--- config.mk ---
export PLATFORM = sky130hd
export DESIGN_NAME = hsl_to_rgb_converter
export DESIGN_NICKNAME = d
export VERILOG_FILES = /design/src/rtl/hsl2rgb_pkg.sv /design/src/rtl/hsl_to_rgb_converter.sv
export SDC_FILE = /design/constraint.sdc
export NUM_CORES = 2
export LEC_CHECK = 0
export ABC_AREA = 1
export BUFFER_PORTS_ARGS = -buffer_cell sky130_fd_sc_hd__buf_2
export CAP_MARGIN = 40
export CORE_ASPECT_RATIO = 0.75
export CORE_MARGIN = 2
export CORE_UTILIZATION = 50
export CTS_BUF_LIST = sky130_fd_sc_hd__clkbuf_8
export DETAILED_ROUTE_END_ITERATION = 10
export PLACE_DENSITY_LB_ADDON = 0.25
export SYNTH_ARGS = -nofsm -noshare
export SYNTH_HDL_FRONTEND = slang
export SYNTH_SLANG_ARGS = --single-unit
--- constraint.sdc ---
create_clock -name i_clk -period 13 [get_ports i_clk]
set_input_delay 2.6 -clock i_clk [delete_from_list [all_inputs] [get_ports i_clk]]
set_output_delay 2.6 -clock i_clk [all_outputs]
set_load 0.005 [all_outputs]
--- src/rtl/hsl2rgb_pkg.sv ---
// hsl2rgb_pkg: fixed-point constants, payload structs and segment codes
// for the hsl to rgb converter. no dependencies.

package hsl2rgb_pkg;

    localparam int FRAC_BITS = 12;
    localparam int ONE_VAL   = 1 << FRAC_BITS;
    localparam int PIPE_DEPTH = 4;

    typedef logic [FRAC_BITS-1:0] t_frac;

    localparam t_frac C_MAX        = t_frac'(ONE_VAL - 1);
    localparam t_frac C_HALF       = t_frac'(ONE_VAL / 2);
    localparam t_frac C_THIRD      = t_frac'(ONE_VAL / 3);
    localparam t_frac C_SIXTH      = t_frac'(ONE_VAL / 6);
    localparam t_frac C_TWO_THIRDS = t_frac'((2 * ONE_VAL) / 3);
    localparam t_frac C_BLUE_OFS   = t_frac'(ONE_VAL - (ONE_VAL / 3));

    typedef struct packed {
        t_frac hue;
        t_frac saturation;
        t_frac lightness;
    } t_hsl;

    typedef struct packed {
        t_frac red;
        t_frac green;
        t_frac blue;
    } t_rgb;

    typedef enum logic [1:0] {
        SEG_RISE,
        SEG_HIGH,
        SEG_FALL,
        SEG_LOW
    } t_seg;

    // clamp a 13-bit unsigned sum to the fraction range
    function automatic t_frac sat_frac(input logic [FRAC_BITS:0] v);
        t_frac r;
        r = v[FRAC_BITS] ? C_MAX : v[FRAC_BITS-1:0];
        return r;
    endfunction

endpackage

--- src/rtl/hsl_to_rgb_converter.sv ---
// hsl_to_rgb_converter: four-stage pipelined hsl to rgb conversion in q0.12.
// depends on hsl2rgb_pkg.
//
//  channel | valid   | ready   | payload
//  --------+---------+---------+----------------------------------
//  in      | i_valid | o_ready | i_pixel  (hue, saturation, lightness)
//  out     | o_valid | i_ready | o_pixel  (red, green, blue)
//
// one request per cycle unless the output stalls; stage 4 drives o_valid.
// stage 1 forms l*s, stage 2 forms q, p, q-p and the three hue angles,
// stage 3 runs one multiplier per channel, stage 4 adds p and saturates or picks q/p.
// each stage advances when it is empty or the stage after it advances, so
// bubbles close up under a stall and nothing is dropped or repeated.
// reset clears only the valid bits.

module hsl_to_rgb_converter
    import hsl2rgb_pkg::*;
(
    input  logic i_clk,
    input  logic i_rst_n,
    input  logic i_valid,
    output logic o_ready,
    input  t_hsl i_pixel,
    output logic o_valid,
    input  logic i_ready,
    output t_rgb o_pixel
);

    localparam int FB = FRAC_BITS;

    // stage registers
    logic  r_s1_valid, r_s2_valid, r_s3_valid, r_out_valid;
    t_frac r_s1_hue, r_s1_sat, r_s1_light, r_s1_prod;
    t_frac r_s2_q, r_s2_p, r_s2_d;
    t_frac r_s2_t [3];
    t_frac r_s3_q, r_s3_p;
    t_frac r_s3_prod [3];
    t_seg  r_s3_seg [3];
    t_rgb  r_out_pixel;

    logic w_en1, w_en2, w_en3, w_en4;

    logic [2*FB-1:0] n_s1_ls;
    logic [FB:0]     n_q_raw;
    t_frac           n_q;
    logic [FB+1:0]   n_p_raw;
    t_frac           n_p;
    t_frac           n_d;
    t_frac           n_t [3];
    t_seg            n_seg [3];
    logic [2*FB-1:0] n_prod [3];
    t_frac           n_chan [3];

    // stall chain
    assign w_en4   = !r_out_valid || i_ready;
    assign w_en3   = !r_s3_valid || w_en4;
    assign w_en2   = !r_s2_valid || w_en3;
    assign w_en1   = !r_s1_valid || w_en2;
    assign o_ready = w_en1;

    always_ff @(posedge i_clk) begin
        if (!i_rst_n) begin
            r_s1_valid  <= 1'b0;
            r_s2_valid  <= 1'b0;
            r_s3_valid  <= 1'b0;
            r_out_valid <= 1'b0;
        end else begin
            if (w_en1) r_s1_valid  <= i_valid;
            if (w_en2) r_s2_valid  <= r_s1_valid;
            if (w_en3) r_s3_valid  <= r_s2_valid;
            if (w_en4) r_out_valid <= r_s3_valid;
        end
    end

    // stage 1: l*s
    assign n_s1_ls = i_pixel.lightness * i_pixel.saturation;

    always_ff @(posedge i_clk) begin
        if (w_en1 && i_valid) begin
            r_s1_hue   <= i_pixel.hue;
            r_s1_sat   <= i_pixel.saturation;
            r_s1_light <= i_pixel.lightness;
            r_s1_prod  <= n_s1_ls[2*FB-1:FB];
        end
    end

    // stage 2: q, p, q - p and hue angles
    always_comb begin
        if (r_s1_light < C_HALF) begin
            n_q_raw = {1'b0, r_s1_light} + {1'b0, r_s1_prod};
        end else begin
            n_q_raw = {1'b0, r_s1_light} + {1'b0, r_s1_sat} - {1'b0, r_s1_prod};
        end
        n_q     = sat_frac(n_q_raw);
        n_p_raw = {1'b0, r_s1_light, 1'b0} - {2'b00, n_q};
        if (n_p_raw[FB+1]) begin
            n_p = '0;
        end else begin
            n_p = sat_frac(n_p_raw[FB:0]);
        end
        n_d = (n_q >= n_p) ? (n_q - n_p) : '0;
    end

    assign n_t[0] = r_s1_hue + C_THIRD;
    assign n_t[1] = r_s1_hue;
    assign n_t[2] = r_s1_hue + C_BLUE_OFS;

    always_ff @(posedge i_clk) begin
        if (w_en2 && r_s1_valid) begin
            r_s2_q <= n_q;
            r_s2_p <= n_p;
            r_s2_d <= n_d;
            r_s2_t <= n_t;
        end
    end

    // stage 3: one multiplier per channel
    for (genvar g = 0; g < 3; g++) begin : g_lane
        t_frac w_base;
        t_frac w_x6;

        always_comb begin
            priority if (r_s2_t[g] < C_SIXTH) begin
                n_seg[g] = SEG_RISE;
                w_base   = r_s2_t[g];
            end else if (r_s2_t[g] < C_HALF) begin
                n_seg[g] = SEG_HIGH;
                w_base   = '0;
            end else if (r_s2_t[g] < C_TWO_THIRDS) begin
                n_seg[g] = SEG_FALL;
                w_base   = C_TWO_THIRDS - r_s2_t[g];
            end else begin
                n_seg[g] = SEG_LOW;
                w_base   = '0;
            end
            w_x6 = t_frac'({3'b000, w_base} * (FB+3)'(6));
        end

        assign n_prod[g] = r_s2_d * w_x6;

        always_ff @(posedge i_clk) begin
            if (w_en3 && r_s2_valid) begin
                r_s3_prod[g] <= n_prod[g][2*FB-1:FB];
                r_s3_seg[g]  <= n_seg[g];
            end
        end

        // stage 4: add p and saturate on rise and fall, else pass q or p
        always_comb begin
            unique case (r_s3_seg[g])
                SEG_RISE, SEG_FALL: begin
                    n_chan[g] = sat_frac({1'b0, r_s3_p} + {1'b0, r_s3_prod[g]});
                end
                SEG_HIGH: begin
                    n_chan[g] = r_s3_q;
                end
                default: begin
                    n_chan[g] = r_s3_p;
                end
            endcase
        end
    end

    always_ff @(posedge i_clk) begin
        if (w_en3 && r_s2_valid) begin
            r_s3_q <= r_s2_q;
            r_s3_p <= r_s2_p;
        end
    end

    always_ff @(posedge i_clk) begin
        if (w_en4 && r_s3_valid) begin
            r_out_pixel.red   <= n_chan[0];
            r_out_pixel.green <= n_chan[1];
            r_out_pixel.blue  <= n_chan[2];
        end
    end

    assign o_valid = r_out_valid;
    assign o_pixel = r_out_pixel;

endmodule

==> flow_metrics.env <==
export IMPL_crit_required_ps=13350
export IMPL_crit_arrival_ps=8970
export IMPL_rsz0062_at_grt="false"
export IMPL_yosys_register_bits=225
export IMPL_ys_flop_type="edfxtp_1"
export IMPL_wire_per_inst_um=17.1
export IMPL_first_pass_iters=7
export IMPL_holdBufCountCts=0
export IMPL_track_usage_pct=25.8
export IMPL_cts_inserted_buffers=39
export IMPL_synthArstFlopShare_pct=0
export IMPL_crit_path_frequent_cell="nand2_1"
export IMPL_grt_pass1_wl_mm=133
export IMPL_synth_top_family_by_area="adder cells"
export IMPL_outcome="finished, final reports clean"
export IMPL_final_layout_size_suffix_gt1_share_pct=6.85
export IMPL_syn_num_nets=4662
export IMPL_crit_start="r_s2_t[24]"
export IMPL_drv_cap=0
export IMPL_period_minus_slack_ps=8620
export IMPL_gr_total_overflow=0
export IMPL_vias=25300
export IMPL_die_x_um=295
export IMPL_root_buffer="clkbuf_8"
export IMPL_synthAdderAreaFrac_pct=37.9
export IMPL_fill_cells=6052
export IMPL_floorplan_rows=80
export IMPL_drt_wl_total_mm=82.8
export IMPL_setup_violations=0
export IMPL_hp_class="register to register"
export IMPL_tightest_slew_ps=935
export IMPL_tritoncts="built"
export IMPL_antenna_found_initial=4
export IMPL_initial_core_util_pct=50.4
export IMPL_synth_area_um2=31900
export IMPL_ios=78
export IMPL_clk_latency_ps=640
export IMPL_vias_per_cell=5.24
export IMPL_synth_xor_area_share_pct=3.28
export IMPL_area_delta_synth_final_pct=6.88
export IMPL_die_y_um=223
export IMPL_dpl_hpwl_mm=67.5
export IMPL_critical_path_class="register to register"
export IMPL_die_area_um2=65800
export IMPL_io_buffer_count=77
export IMPL_final_nets=4715
export IMPL_clock_sinks=225
export IMPL_yosys_area_share_simple_pct=18.6
export IMPL_slowest_delay_ps=660
export IMPL_synthMuxAreaShare_pct=0.0314
export IMPL_skew_ps=52.0
export IMPL_synthCells=3887
export IMPL_fin_tns_setup_ps=0
export IMPL_clkTransAtPathRegs_ps=70
export IMPL_gp_congestion=0.928
export IMPL_htreeDepth=2
export IMPL_r2r_start="r_s2_t[24]"
export IMPL_yosys_warnings=0
export IMPL_start_kind="register"
export IMPL_ant_nets=0
export IMPL_max_freq_mhz=116
export IMPL_hp_start="r_s2_p[11]"
export IMPL_ys_seq_area_share_pct=21.1
export IMPL_critPathSlowestCell="edfxtp_1"
export IMPL_core_area_um2=63300
export IMPL_cts_resized=0
export IMPL_first_global_vias=24600
export IMPL_fin_crit_sh_pct=66.3
export IMPL_drt_iter0_markers=2097
export IMPL_cp_max_fo=9
export IMPL_synth_distinct_cells=57
export IMPL_grt_max_degree=62
export IMPL_clock_path_buffers=3
export IMPL_drv_slew=0
export IMPL_end_kind="register"
export IMPL_hold_viol_final=0
export IMPL_post_cts_buffers=0
export IMPL_route_detailed_drc=0
export IMPL_synth_compound_area_share_pct=8.20
export IMPL_syn_avg_cell_area_um2=8.20
export IMPL_synth_edf_count=221
export IMPL_slew_headroom_pct=37.4
cell families (layout without fill, tap and decap cells):
kind of cell,count (synthesis),count (layout)
flip-flops,225,225
AND/OR/NAND/NOR,1443,1443
buffers and inverters,915,999
XOR/XNOR,116,116
adder cells (fa/ha/maj),735,735
AO/OA/AOI/OAI,452,452
multiplexers,1,1
other,0,2
path summary, 6_finish.rpt:
path                     endpoint  slack [ps]  cells past startpoint
setup / recovery  r_s3_prod[0][9]        4380                     34
hold / removal         r_s3_p[11]         410                      0
setup reg to reg  r_s3_prod[0][9]        4380                     34
hold reg to reg        r_s3_p[11]         410                      0
sequential cells by signal, indices dropped and copies added (netlist names):
signal and count:
r_s3_q 12, r_s1_light 12, r_s1_prod 12, o_valid 1, r_s2_d 12, r_s3_prod 36, r_s3_valid 1, o_pixel 36
r_s1_sat 12, r_s2_p 12, r_s1_hue 12, r_s3_seg 6, r_s2_t 35, r_s1_valid 1, r_s2_q 12, r_s2_valid 1
r_s3_p 12
worst max-delay path, delay by kind of cell, from the launching register on:
family | cells | cell delay (ps)
AND/OR/NAND/NOR | 14 | 2090
flip-flops | 1 | 660
buffers and inverters | 3 | 430
adder cells (fa/ha/maj) | 9 | 3690
XOR/XNOR | 2 | 570
AO/OA/AOI/OAI | 6 | 930
cell usage in the layout (no fill, tap or decap), types with 25 or more instances in the layout:
cell type and instances:
a21oi_1 210, buf_2 77, clkbuf_8 39, edfxtp_1 221, fa_1 384, ha_1 351, inv_1 796, inv_2 28
nand2_1 867, nand2_2 26, nand3_1 114, nor2_1 330, o21ai_0 103, o221ai_1 25, xor2_1 91
stage by stage:
stage	cells	hold WS (ps)	worst slack (ps)	utilization [%]	area (um2)
6_report	4834	413	4380	53.8	34100
5_1_grt	4834	412	3850	53.8	34100
4_1_cts	4831	408	4530	53.8	34000
3_5_place_dp	4759	405	4530	52.5	33200
3_3_place_gp	4755	400	4690	52.4	33100
2_1_floorplan	3887	400	5880	-	31900
cells in the mapped netlist, drive strengths merged, types with 2 or more instances:
library cell / n / area (um2)
nand2: 897 / 3460
or2: 22 / 138
o31ai: 3 / 22.5
o41ai: 2 / 17.5
a211oi: 3 / 22.5
xor2: 95 / 862
fa: 384 / 7690
a21o: 16 / 120
o2111ai: 2 / 17.5
ha: 351 / 4390
a31oi: 19 / 119
inv: 821 / 3090
a21oi: 214 / 1090
nor3b: 2 / 25.0
nor2: 340 / 1300
o221a: 2 / 22.5
o211ai: 9 / 72.6
o21bai: 10 / 75.1
a221oi: 2 / 17.5
xnor2: 21 / 184
o21a: 6 / 45.0
edfxtp: 221 / 6640
nand3: 119 / 621
a21boi: 5 / 41.3
clkbuf: 79 / 307
buf: 11 / 58.8
o221ai: 25 / 219
o21ai: 126 / 646
dfxtp: 4 / 80.1
clkinv: 4 / 15.0
and2: 3 / 18.8
o311ai: 6 / 52.6
nor3: 24 / 120
nand4: 15 / 93.8
nor4: 12 / 75.1
nand3b: 8 / 72.6
routing by layer:
metal / GRT usage [%] / vias to the layer above / part of all wire, % / wire length (um)
met5: 0.961 / - / 0.13 / 110
met4: 5.37 / 6 / 2.0 / 1620
met3: 7.95 / 105 / 11 / 8970
met2: 35.7 / 988 / 39 / 32300
met1: 39.2 / 11900 / 48 / 39800
li1: - / 12300 / - / -
cell type report:
cell class | instances | area [um2] | area share [%]
Antenna cell | 2 | 5.00 | 0.0147
Multi-Input combinational cell | 2747 | 21700 | 63.7
Clock buffer | 39 | 537 | 1.58
Clock inverter | 33 | 320 | 0.941
Sequential cell | 225 | 6720 | 19.7
Inverter | 825 | 3100 | 9.11
Tap cell | 861 | 1080 | 3.16
Timing Repair Buffer | 102 | 603 | 1.77
Power is left out: the tool's default activity adds up to more than one toggle a clock period on the data nets, which glitch-free logic cannot reach.
